--- config.mk ---
export PLATFORM = sky130hd
export DESIGN_NAME = ip_request_tally_top_n
export DESIGN_NICKNAME = d
export VERILOG_FILES = /design/src/hw/rtl/ipt_pkg.sv /design/src/hw/rtl/ip_request_tally_top_n.sv /design/src/hw/rtl/ipt_ram.sv
export SDC_FILE = /design/constraint.sdc
export NUM_CORES = 2
export LEC_CHECK = 0
export BUFFER_PORTS_ARGS = -buffer_cell sky130_fd_sc_hd__buf_2
export CAP_MARGIN = 20
export CORE_MARGIN = 5
export CORE_UTILIZATION = 25
export CTS_BUF_LIST = sky130_fd_sc_hd__clkbuf_4 sky130_fd_sc_hd__clkbuf_8 sky130_fd_sc_hd__clkbuf_16
export DETAILED_ROUTE_END_ITERATION = 12
export GPL_TIMING_DRIVEN = 1
export PLACE_DENSITY = 0.39
export SETUP_SLACK_MARGIN = 0.02
export SLEW_MARGIN = 20
export SYNTH_ARGS = -nofsm -noshare
export SYNTH_HDL_FRONTEND = slang
export SYNTH_HIERARCHICAL = 1
export SYNTH_SLANG_ARGS = --single-unit
--- constraint.sdc ---
create_clock -name clk -period 7.5 [get_ports clk]
set_clock_uncertainty 0.2 [all_clocks]
set_input_delay 0.375 -clock clk [delete_from_list [all_inputs] [get_ports clk]]
set_output_delay 0.375 -clock clk [all_outputs]
set_load 0.005 [all_outputs]
--- src/hw/rtl/ipt_pkg.sv ---
`timescale 1ns / 1ps

package ipt_pkg;

    localparam int ADDR_W  = 32;
    localparam int CNT_W   = 32;
    localparam int REQ_W   = 16;
    localparam int RPT_W   = 6;
    localparam int ENTRY_W = ADDR_W + CNT_W;

    localparam logic [RPT_W-1:0] RPT_RESET = 6'd10;
    localparam logic [RPT_W-1:0] RPT_MAX   = 6'd32;

    localparam logic OP_ADD    = 1'b0;
    localparam logic OP_REPORT = 1'b1;

    typedef enum logic [2:0] {
        ST_IDLE,
        ST_SCAN_ADD,
        ST_UPDATE,
        ST_APPEND,
        ST_SCAN_RPT,
        ST_EMIT
    } state_t;

endpackage

--- src/hw/rtl/ip_request_tally_top_n.sv ---
`timescale 1ns / 1ps
// Request tally with top-N report. An add item (tuser = 0) walks the table one
// entry per cycle through a simple dual-port RAM looking for its address; on a hit
// the count is added with saturation, on a miss the address is appended, or
// dropped with the sticky overflow flag set when the table is full. A report
// item (tuser = 1) emits the top N = min(report_count clamped to 1..32,
// occupancy) entries, count descending then address ascending, with dense
// ranks; each result is one full selection pass over the table. An empty
// table yields one result with tuser set. The input is not ready while an item
// is in progress. report_count may be written at any time on the cfg channel
// and is sampled when a report item is accepted.

module ip_request_tally_top_n
    import ipt_pkg::*;
#(
    parameter int TABLE_DEPTH = 32
) (
    input  logic        clk,
    input  logic        rst_n,

    input  logic        cfg_valid,
    output logic        cfg_ready,
    input  logic [5:0]  cfg_data,     // report_count

    input  logic        s_tvalid,
    output logic        s_tready,
    input  logic [47:0] s_tdata,      // addr[31:0], request_count[47:32]
    input  logic        s_tuser,      // op

    output logic        m_tvalid,
    input  logic        m_tready,
    output logic [71:0] m_tdata,      // rank[5:0], entry_address[37:6],
                                      // total_requests[69:38], overflowed[70]
    output logic        m_tuser,      // table_empty
    output logic        m_tlast       // last_of_report
);

    localparam int IDX_W = (TABLE_DEPTH > 1) ? $clog2(TABLE_DEPTH) : 1;
    localparam int OCC_W = $clog2(TABLE_DEPTH + 1);
    localparam int CMP_W = (OCC_W > RPT_W) ? OCC_W : RPT_W;
    localparam logic [OCC_W-1:0] DEPTH_FULL = OCC_W'(TABLE_DEPTH);

    state_t state_reg, state_next;

    logic [RPT_W-1:0]   rpt_cnt_reg, rpt_cnt_next;
    logic [OCC_W-1:0]   occ_reg, occ_next;
    logic               ovf_reg, ovf_next;
    logic [OCC_W-1:0]   iss_idx_reg, iss_idx_next;
    logic               dv_reg, dv_next;
    logic [IDX_W-1:0]   d_idx_reg, d_idx_next;
    logic [RPT_W-1:0]   n_reg, n_next;
    logic [RPT_W-1:0]   k_reg, k_next;
    logic [RPT_W-1:0]   rank_reg, rank_next;
    logic               best_valid_reg, best_valid_next;
    logic               empty_reg, empty_next;
    logic               m_valid_reg, m_valid_next;

    logic [ADDR_W-1:0]  in_addr_reg, in_addr_next;
    logic [REQ_W-1:0]   in_cnt_reg, in_cnt_next;
    logic [IDX_W-1:0]   hit_idx_reg, hit_idx_next;
    logic [CNT_W-1:0]   hit_cnt_reg, hit_cnt_next;
    logic [ENTRY_W-1:0] prev_key_reg, prev_key_next;
    logic [ENTRY_W-1:0] best_key_reg, best_key_next;
    logic [RPT_W-1:0]   o_rank_reg, o_rank_next;
    logic [ADDR_W-1:0]  o_addr_reg, o_addr_next;
    logic [CNT_W-1:0]   o_total_reg, o_total_next;
    logic               o_empty_reg, o_empty_next;
    logic               o_ovf_reg, o_ovf_next;
    logic               o_last_reg, o_last_next;

    logic               wr_en;
    logic [IDX_W-1:0]   wr_addr;
    logic [ENTRY_W-1:0] wr_data;
    logic [ENTRY_W-1:0] rd_data;

    logic               issuing;
    logic               scan_done;
    logic [ADDR_W-1:0]  rd_addr_f;
    logic [CNT_W-1:0]   rd_cnt_f;
    logic [ENTRY_W-1:0] rd_key;
    logic               after_prev;
    logic               beats_best;
    logic [CNT_W:0]     sat_sum;
    logic [RPT_W-1:0]   rc_eff;
    logic [CMP_W-1:0]   rc_ext;
    logic [CMP_W-1:0]   occ_ext;
    logic               out_free;
    logic [RPT_W-1:0]   rank_cand;

    ipt_ram #(
        .WIDTH (ENTRY_W),
        .DEPTH (TABLE_DEPTH),
        .AW    (IDX_W)
    ) u_ram (
        .clk     (clk),
        .wr_en   (wr_en),
        .wr_addr (wr_addr),
        .wr_data (wr_data),
        .rd_addr (iss_idx_reg[IDX_W-1:0]),
        .rd_data (rd_data)
    );

    assign cfg_ready = 1'b1;
    assign s_tready  = (state_reg == ST_IDLE);

    assign m_tvalid = m_valid_reg;
    assign m_tdata  = {1'b0, o_ovf_reg, o_total_reg, o_addr_reg, o_rank_reg};
    assign m_tuser  = o_empty_reg;
    assign m_tlast  = o_last_reg;

    // Entry word: count in the upper half, address in the lower half.
    assign rd_addr_f = rd_data[ADDR_W-1:0];
    assign rd_cnt_f  = rd_data[ENTRY_W-1:ADDR_W];
    // Larger key ranks first: count descending, then address ascending.
    assign rd_key    = {rd_cnt_f, ~rd_addr_f};

    assign issuing   = ((state_reg == ST_SCAN_ADD) || (state_reg == ST_SCAN_RPT))
                       && (iss_idx_reg < occ_reg);
    assign scan_done = (iss_idx_reg == occ_reg) && !dv_reg;

    assign after_prev = (k_reg == '0) || (rd_key < prev_key_reg);
    assign beats_best = !best_valid_reg || (rd_key > best_key_reg);

    assign sat_sum  = {1'b0, hit_cnt_reg} + {{(CNT_W + 1 - REQ_W){1'b0}}, in_cnt_reg};

    assign rc_eff  = (rpt_cnt_reg == '0) ? RPT_W'(1) :
                     (rpt_cnt_reg > RPT_MAX) ? RPT_MAX : rpt_cnt_reg;
    assign rc_ext  = CMP_W'(rc_eff);
    assign occ_ext = CMP_W'(occ_reg);

    assign out_free  = !m_valid_reg || m_tready;
    assign rank_cand = ((k_reg != '0) && (best_key_reg[ENTRY_W-1:ADDR_W]
                        != prev_key_reg[ENTRY_W-1:ADDR_W])) ? rank_reg + RPT_W'(1)
                                                              : rank_reg;

    always_comb
    begin
        state_next      = state_reg;
        rpt_cnt_next    = rpt_cnt_reg;
        occ_next        = occ_reg;
        ovf_next        = ovf_reg;
        iss_idx_next    = iss_idx_reg;
        dv_next         = issuing;
        d_idx_next      = iss_idx_reg[IDX_W-1:0];
        n_next          = n_reg;
        k_next          = k_reg;
        rank_next       = rank_reg;
        best_valid_next = best_valid_reg;
        empty_next      = empty_reg;
        m_valid_next    = m_valid_reg;

        in_addr_next    = in_addr_reg;
        in_cnt_next     = in_cnt_reg;
        hit_idx_next    = hit_idx_reg;
        hit_cnt_next    = hit_cnt_reg;
        prev_key_next   = prev_key_reg;
        best_key_next   = best_key_reg;
        o_rank_next     = o_rank_reg;
        o_addr_next     = o_addr_reg;
        o_total_next    = o_total_reg;
        o_empty_next    = o_empty_reg;
        o_ovf_next      = o_ovf_reg;
        o_last_next     = o_last_reg;

        wr_en   = 1'b0;
        wr_addr = hit_idx_reg;
        wr_data = {sat_sum[CNT_W] ? {CNT_W{1'b1}} : sat_sum[CNT_W-1:0], in_addr_reg};

        if (cfg_valid)
        begin
            rpt_cnt_next = cfg_data;
        end

        if (m_valid_reg && m_tready)
        begin
            m_valid_next = 1'b0;
        end

        if (issuing)
        begin
            iss_idx_next = iss_idx_reg + OCC_W'(1);
        end

        case (state_reg)
            ST_IDLE:
            begin
                iss_idx_next    = '0;
                best_valid_next = 1'b0;
                k_next          = '0;
                rank_next       = RPT_W'(1);
                if (s_tvalid)
                begin
                    in_addr_next = s_tdata[ADDR_W-1:0];
                    in_cnt_next  = s_tdata[ADDR_W+REQ_W-1:ADDR_W];
                    if (s_tuser == OP_ADD)
                    begin
                        state_next = ST_SCAN_ADD;
                    end
                    else if (occ_reg == '0)
                    begin
                        empty_next = 1'b1;
                        state_next = ST_EMIT;
                    end
                    else
                    begin
                        empty_next = 1'b0;
                        n_next     = (occ_ext < rc_ext) ? occ_ext[RPT_W-1:0] : rc_eff;
                        state_next = ST_SCAN_RPT;
                    end
                end
            end

            ST_SCAN_ADD:
            begin
                if (dv_reg && (rd_addr_f == in_addr_reg))
                begin
                    hit_idx_next = d_idx_reg;
                    hit_cnt_next = rd_cnt_f;
                    state_next   = ST_UPDATE;
                end
                else if (scan_done)
                begin
                    state_next = ST_APPEND;
                end
            end

            ST_UPDATE:
            begin
                wr_en      = 1'b1;
                state_next = ST_IDLE;
            end

            ST_APPEND:
            begin
                if (occ_reg < DEPTH_FULL)
                begin
                    wr_en    = 1'b1;
                    wr_addr  = occ_reg[IDX_W-1:0];
                    wr_data  = {{(CNT_W - REQ_W){1'b0}}, in_cnt_reg, in_addr_reg};
                    occ_next = occ_reg + OCC_W'(1);
                end
                else
                begin
                    ovf_next = 1'b1;
                end
                state_next = ST_IDLE;
            end

            ST_SCAN_RPT:
            begin
                if (dv_reg && after_prev && beats_best)
                begin
                    best_valid_next = 1'b1;
                    best_key_next   = rd_key;
                end
                if (scan_done)
                begin
                    state_next = ST_EMIT;
                end
            end

            ST_EMIT:
            begin
                if (out_free)
                begin
                    m_valid_next = 1'b1;
                    o_ovf_next   = ovf_reg;
                    if (empty_reg)
                    begin
                        o_rank_next  = '0;
                        o_addr_next  = '0;
                        o_total_next = '0;
                        o_empty_next = 1'b1;
                        o_last_next  = 1'b1;
                        state_next   = ST_IDLE;
                    end
                    else
                    begin
                        o_rank_next     = rank_cand;
                        o_addr_next     = ~best_key_reg[ADDR_W-1:0];
                        o_total_next    = best_key_reg[ENTRY_W-1:ADDR_W];
                        o_empty_next    = 1'b0;
                        o_last_next     = ((k_reg + RPT_W'(1)) == n_reg);
                        rank_next       = rank_cand;
                        prev_key_next   = best_key_reg;
                        k_next          = k_reg + RPT_W'(1);
                        best_valid_next = 1'b0;
                        iss_idx_next    = '0;
                        state_next      = ((k_reg + RPT_W'(1)) == n_reg) ? ST_IDLE
                                                                          : ST_SCAN_RPT;
                    end
                end
            end

            default:
            begin
                state_next = ST_IDLE;
            end
        endcase
    end

    always_ff @(posedge clk or negedge rst_n)
    begin
        if (!rst_n)
        begin
            state_reg      <= ST_IDLE;
            rpt_cnt_reg    <= RPT_RESET;
            occ_reg        <= '0;
            ovf_reg        <= 1'b0;
            iss_idx_reg    <= '0;
            dv_reg         <= 1'b0;
            d_idx_reg      <= '0;
            n_reg          <= '0;
            k_reg          <= '0;
            rank_reg       <= '0;
            best_valid_reg <= 1'b0;
            empty_reg      <= 1'b0;
            m_valid_reg    <= 1'b0;
        end
        else
        begin
            state_reg      <= state_next;
            rpt_cnt_reg    <= rpt_cnt_next;
            occ_reg        <= occ_next;
            ovf_reg        <= ovf_next;
            iss_idx_reg    <= iss_idx_next;
            dv_reg         <= dv_next;
            d_idx_reg      <= d_idx_next;
            n_reg          <= n_next;
            k_reg          <= k_next;
            rank_reg       <= rank_next;
            best_valid_reg <= best_valid_next;
            empty_reg      <= empty_next;
            m_valid_reg    <= m_valid_next;
        end
    end

    always_ff @(posedge clk)
    begin
        in_addr_reg  <= in_addr_next;
        in_cnt_reg   <= in_cnt_next;
        hit_idx_reg  <= hit_idx_next;
        hit_cnt_reg  <= hit_cnt_next;
        prev_key_reg <= prev_key_next;
        best_key_reg <= best_key_next;
        o_rank_reg   <= o_rank_next;
        o_addr_reg   <= o_addr_next;
        o_total_reg  <= o_total_next;
        o_empty_reg  <= o_empty_next;
        o_ovf_reg    <= o_ovf_next;
        o_last_reg   <= o_last_next;
    end

endmodule

--- src/hw/rtl/ipt_ram.sv ---
`timescale 1ns / 1ps

module ipt_ram #(
    parameter int WIDTH = 64,
    parameter int DEPTH = 32,
    parameter int AW    = $clog2(DEPTH)
) (
    input  logic             clk,
    input  logic             wr_en,
    input  logic [AW-1:0]    wr_addr,
    input  logic [WIDTH-1:0] wr_data,
    input  logic [AW-1:0]    rd_addr,
    output logic [WIDTH-1:0] rd_data
);

    logic [WIDTH-1:0] mem [DEPTH];

    always_ff @(posedge clk)
    begin
        if (wr_en)
        begin
            mem[wr_addr] <= wr_data;
        end
        rd_data <= mem[rd_addr];
    end

endmodule

## Yosys cells after proc, flatten, opt, wreduce, memory -nomap -nowiden

Memory sizes are Yosys's and may differ from the RTL's. A register that Yosys moved wholly into a read port is not among the register bits.
Cells that the tools add are included.

- Bits in registers: 335
- Bits in latches: 0
- RAM bits: 2048
- Memory bits (read-only): 0
- Bits of input ports: 60
- Memories kept: 1

- Add/sub/neg operators: 5
- $mul: 0
- Div/mod/pow operators: 0
- Magnitude comparators: 6
- Equality and inequality tests: 15
- Shift-type cells: 0
- Mux-type cells: 42
- Bitwise gates (word level): 5
- Reduce and logical (&&, ||, !) cells: 33

Memories:

| name | depth | width | rd ports | clocked after Yosys merged registers in | wr ports | line | text |
|---|---|---|---|---|---|---|---|
| u_ram.mem | 32 | 64 | 1 | 1 | 1 | ipt_ram.sv:16 | `logic [WIDTH-1:0] mem [DEPTH];` |

Operators by type and width:

| kind | count |
|---|---|
| two-way mux 64 bit | 2 |
| two-way mux 6 bit | 11 |
| greater-than comparator 64 bit | 1 |
| < comparator 64 bit | 1 |
| NOT 32 bit | 2 |
| case mux 6 bit (2 select lines) | 3 |
| adder 32 x 16 -> 33 bit | 1 |
| equality test 32 bit | 1 |
| two-way mux 32 bit | 1 |
| inequality test 32 bit | 1 |
| adder 6 x 1 -> 6 bit (second input constant) | 4 |
| two-way mux 3 bit | 8 |
| logical NOT 6 bit | 3 |
| equality test 6 bit | 2 |
| < comparator 6 bit | 2 |
| two-way mux 1 bit | 12 |
| case mux 3 bit (4 select lines) | 1 |
| AND reduction 2 bit | 6 |
| AND reduction 4 bit | 3 |
| two-way mux 5 bit | 2 |
| AND reduction 3 bit | 3 |
| inequality test 2 bit (second input constant) | 4 |
| logical AND 1 bit | 7 |
| equality test 3 x 2 -> 1 bit (second input constant) | 2 |
| 15 further kinds | 23 |

## Longest topological paths before layout

- Depth after elaboration: 7
- Gate-level depth with buffers: 12
- Depth with buffers taken out: 11

## By module

The synthesis kept the hierarchy.

By module, submodules not included:

| module | instances | cells an instance | area an instance (sq um) |
|---|---|---|---|
| ipt_ram | 1 | 3096 | 78964.5 |
| ip_request_tally_top_n | 1 | 1422 | 17028.8 |

## Least setup slack after synthesis

Ideal clock, no wire load.

- Path type: reg2reg
- Start: reg state_reg[1]
- End: reg rank_reg[3]
- Setup time: 0.088 ns
- Arrival time: 6.994 ns
- Data required time: 7.212 ns
- Slack: 0.219 ns
- Stages on the path, launching flop included: 9
- Buffers on the path: 1
- Clock period less this slack: 7.281 ns
- Path through: dfrtp_1 > nor2b_1 > nand2_1 > nor2b_1 > nand2b_1 > inv_1 > clkbuf_1 > a31oi_1 > a31oi_1

- Longest elaborated chain between the ends: 3
- Elaborated cells on any way between the ends: 7

RTL lines:

| element | line | text |
|---|---|---|
| start, declared | ip_request_tally_top_n.sv:43 | `state_t state_reg, state_next;` |
| start signal, assigned | ip_request_tally_top_n.sv:322 | `state_reg <= state_next;` |
| equality test 3 bit or logical NOT 3 bit (tied branches) | ip_request_tally_top_n.sv:184 | `case (state_reg)` |
| inequality test 2 bit (no line) or nonzero test 2 bit (tied branches) | n/a |  |
| AND reduction 3 bit (no line) | n/a |  |
| end signal, assigned | ip_request_tally_top_n.sv:331 | `rank_reg <= rank_next;` |
| end, declared | ip_request_tally_top_n.sv:53 | `logic [RPT_W-1:0] rank_reg, rank_next;` |

Several ways; a longest one is shown, not always the timed one.
A chain may end at the register's enable or synchronous reset.

## Worst setup path in the final report

- Start: reg state_reg[2]
- End: mem u_ram.mem[29][4], enable pin

- Longest elaborated chain between the ends: 4
- Elaborated cells on any way between the ends: 6

RTL lines:

| element | line | text |
|---|---|---|
| equality test 3 x 2 -> 1 bit | ip_request_tally_top_n.sv:184 |  |
| case mux 1 bit (2 select lines) (*) | ip_request_tally_top_n.sv:184 |  |
| net wr_en | ip_request_tally_top_n.sv:71 | `logic wr_en;` |
| two-way mux 1 bit (*) | ipt_ram.sv:20 | `if (wr_en)` |
| two-way mux 1 bit (not written as such) (*) | ipt_ram.sv:22 | `mem[wr_addr] <= wr_data;` |
| end, declared | ipt_ram.sv:16 |  |

Mark *: on every way through the listed nets, which the timed path passes. The rest lies on a longest branch.

==> impl_metrics.py <==
metrics = {
    "sta": {
        "finalSetupTns_ns": 0,
        "layout_min_cycle_time_ns": 4.90,
        "rsz0062_at_grt": "false",
        "max_freq_ghz": 0.204,
        "slew_headroom_pct": 18.0,
        "worst_slew_pin_slew_ns": 1.23,
        "period_share_pct": 65.3,
        "slew_viol_final": 0,
        "whs_ns": 0.0759,
        "hold_violations": 0,
        "finalSetupViolCount": 0,
    },
    "placed_design": {
        "placed_cell_area_sq_um": 104000,
        "io_buffer_count": 134,
        "dp_hpwl_mm": 172,
        "place_congestion": 0.770,
    },
    "clock_network": {
        "clock-root-buffer": "clkbuf_16",
        "post-cts-setup-buffers": 0,
        "cts_tree": "built",
        "path_clk_slew_ns": 0.06,
        "cts_buffers": 286,
        "clock_latency_ns": 0.90,
        "cts_max_path_buffers": 4,
        "cts_sinks": 2447,
        "htree_num_levels": 5,
    },
    "yosys": {
        "synth_cells": 4518,
        "async_flop_share_pct": 2.00,
        "synth_edf_count": 2334,
        "ys_ff_latch": 2447,
        "synthFlopType": "edfxtp_1",
        "synth.net_count": 4739,
        "synth_top_area_share_pct": 73.0,
        "synth-seq-area-share_pct": 75.6,
        "ys_top_cells_by_area": "edfxtp_1 (73%), mux4_2 (14%), ha_1 (2.1%), dfxtp_1 (1.3%), dfrtp_1 (1.2%)",
        "post_synth_num_cell_types": 78,
        "synth.avg_cell_area_sq_um": 21.2,
        "yosys_warnings": 6,
        "syn_area_sq_um": 96000,
        "yosys.area.top_type": "edfxtp_1",
    },
    "critical_path": {
        "reg2regPathDepth": 5,
        "critPathSlowestCell": "nor2_4",
        "worstReg2RegEnd": "u_ram/mem[29][4]$_DFFE_PP_",
        "crit_arrival_ns": 5.20,
        "cp_cell_sequence": "nor2b_1, a21boi_0, nand3b_1, nor2_4, buf_4",
        "critPathRequiredTime_ns": 7.79,
        "r2r_start": "state_reg[2]$_DFFE_PN0P_",
        "cp-end-kind": "flop",
        "startpoint_type": "flop",
        "slowest_delay_ns": 1.01,
        "r2r_setup_slack_ns": 2.60,
        "crit_type": "flop to flop",
        "cp_max_fo": 23,
    },
    "detailed_routing": {
        "drt_iter0_markers": 4338,
        "dr.pass1.iters": 5,
        "ant_nets": 0,
        "num_vias": 47200,
        "drc": 0,
        "vias_per_cell": 4.58,
        "detail_route.wl_per_cell_um": 28.9,
        "wirelength_mm": 297,
    },
    "global_route": {
        "grt_pass1_vias": 49500,
        "track_usage_pct": 14.7,
        "antenna_found_initial": 34,
        "grt_max_degree": 115,
        "overflow": 0,
        "grt_pass1_wl_mm": 412,
    },
    "floorplan": {
        "die_area_sq_um": 396000,
        "start_util_pct": 25.1,
        "die_y_um": 630,
        "die_width_um": 630,
        "fp-row-count": 227,
        "core_sq_um": 382000,
        "pin_count": 137,
    },
    "final_layout": {
        "multi_input_area_sq_um": 22300,
        "post-route-cell-area_sq_um": 114000,
        "largest_register": "u_ram/mem",
        "seq_area_sq_um": 72600,
        "drive_above_1_share_pct": 29.3,
        "area_growth_pct": 19.2,
        "final_cell_mix": "edfxtp_1 (2334), mux4_2 (602), clkbuf_16 (293)",
        "largest_reg_flops": 2048,
        "final_nets": 5239,
        "final_common_cell": "edfxtp_1",
        "fillers": 37100,
    },
    "min_path": {
        "hold_path_class": "input port to flop",
        "hp-start": "s_tdata[36]",
        "whs_endpoint": "in_cnt_reg[4]$_DFFE_PP_",
        "holdPathStages": 2,
    },
    "power": {
        "cellPowerDensity_nw_per_um2": 330,
        "p_leak_nw": 36.2,
        "ir_drop_mv": 0.178,
    },
    "outcome": {
        "status": "finished, final reports clean",
    },
    "flow_run": {
        "cap_violations": 0,
    },
}
==> worst max path at each step <==
| stage | cells past startpoint | from | slack [ns] | end |
|---|---|---|---|---|
| floorplan | 8 | state_reg[1]$_DFFE_PN0P_ | 0.22 | rank_reg[3]$_DFFE_PN0P_ |
| global placement | 5 | iss_idx_reg[0]$_DFF_PN0_ | 2.55 | u_ram/rd_data[27]$_DFF_P_ |
| detailed placement | 5 | state_reg[2]$_DFFE_PN0P_ | 2.67 | u_ram/mem[29][4]$_DFFE_PP_ |
| CTS | 5 | state_reg[2]$_DFFE_PN0P_ | 2.64 | u_ram/mem[29][5]$_DFFE_PP_ |
| global route | 5 | state_reg[2]$_DFFE_PN0P_ | 2.52 | u_ram/mem[29][5]$_DFFE_PP_ |
| finish | 5 | state_reg[2]$_DFFE_PN0P_ | 2.60 | u_ram/mem[29][4]$_DFFE_PP_ |
==> cell families after synthesis <==
| kind of cell | after synthesis | synth area share [%] |
|---|---|---|
| AOI/OAI and AO/OA | 282 | 1.95 |
| xor gates and xnor gates | 107 | 0.976 |
| adders and majority gates | 161 | 2.11 |
| buffers and inverters | 371 | 1.66 |
| DFF | 2447 | 75.6 |
| muxes | 734 | 15.6 |
| other | 2 | 0.00782 |
| and+or+nand+nor | 414 | 2.07 |
==> through the flow <==
stage,util [%],setup WS (ns),instances,total power [mW]
2_1_floorplan,-,0.219,4518,21.3
3_3_place_gp,27.2,2.55,9658,24.4
3_5_place_dp,27.2,2.67,9666,24.5
4_1_cts,29.9,2.64,10300,38.5
5_1_grt,29.9,2.52,10300,39.5
6_report,29.9,2.60,10300,37.8
==> where the power goes <==
part / switching, mW / internal, mW / leakage, nW
logic: 4.29 / 2.65 / 9.40
clock network: 5.70 / 8.09 / 4.61
registers: 0.581 / 16.5 / 22.2
total: 10.6 / 27.2 / 36.2
==> Yosys cell counts, types with 22 or more instances <==
master and number:
edfxtp_1 2334, mux4_2 602, inv_1 183, nor2_1 164
ha_1 160, mux2_2 84, nand2_1 79, a21oi_1 74
clkbuf_1 71, buf_2 68, dfxtp_1 64, xnor2_1 58
o21ai_0 53, xor2_1 49, mux2i_1 48, dfrtp_1 47
nand4_1 39, nand3_1 32, buf_1 22
==> cell type report <==
| type | instances | area share [%] |
|---|---|---|
| inverters | 184 | 0.605 |
| diodes | 18 | 0.0394 |
| flip-flops and latches | 2447 | 63.5 |
| clock inverters | 147 | 1.20 |
| well taps | 5038 | 5.51 |
| clock buffers | 361 | 6.87 |
| multi-input cells | 1700 | 19.5 |
| repair buffers | 399 | 2.85 |
==> timing repair <==
action,CTS,global route
gates resized for setup,0,0
setup endpoints to repair,0,0
endpoints found under the hold margin,113,0
hold buffers,101,0
==> critical path, delay by kind of cell (launching register included) <==
kind / cells / cell delay (ns)
AOI/OAI and AO/OA: 1 / 0.86
buffers and inverters: 1 / 0.68
DFF: 1 / 0.51
and+or+nand+nor: 3 / 2.14
==> routing by layer <==
| metal | vias up | wire length [um] | track usage [%] | share of wire, % |
|---|---|---|---|---|
| li1 | 19700 | - | - | - |
| met1 | 26000 | 138000 | 21.2 | 46 |
| met2 | 1175 | 139000 | 23.5 | 47 |
| met3 | 342 | 14600 | 2.19 | 4.9 |
| met4 | 8 | 5900 | 2.97 | 2.0 |
| met5 | - | 48 | 0 | 0.016 |
Note: power is estimated with default switching activity, not from simulation.
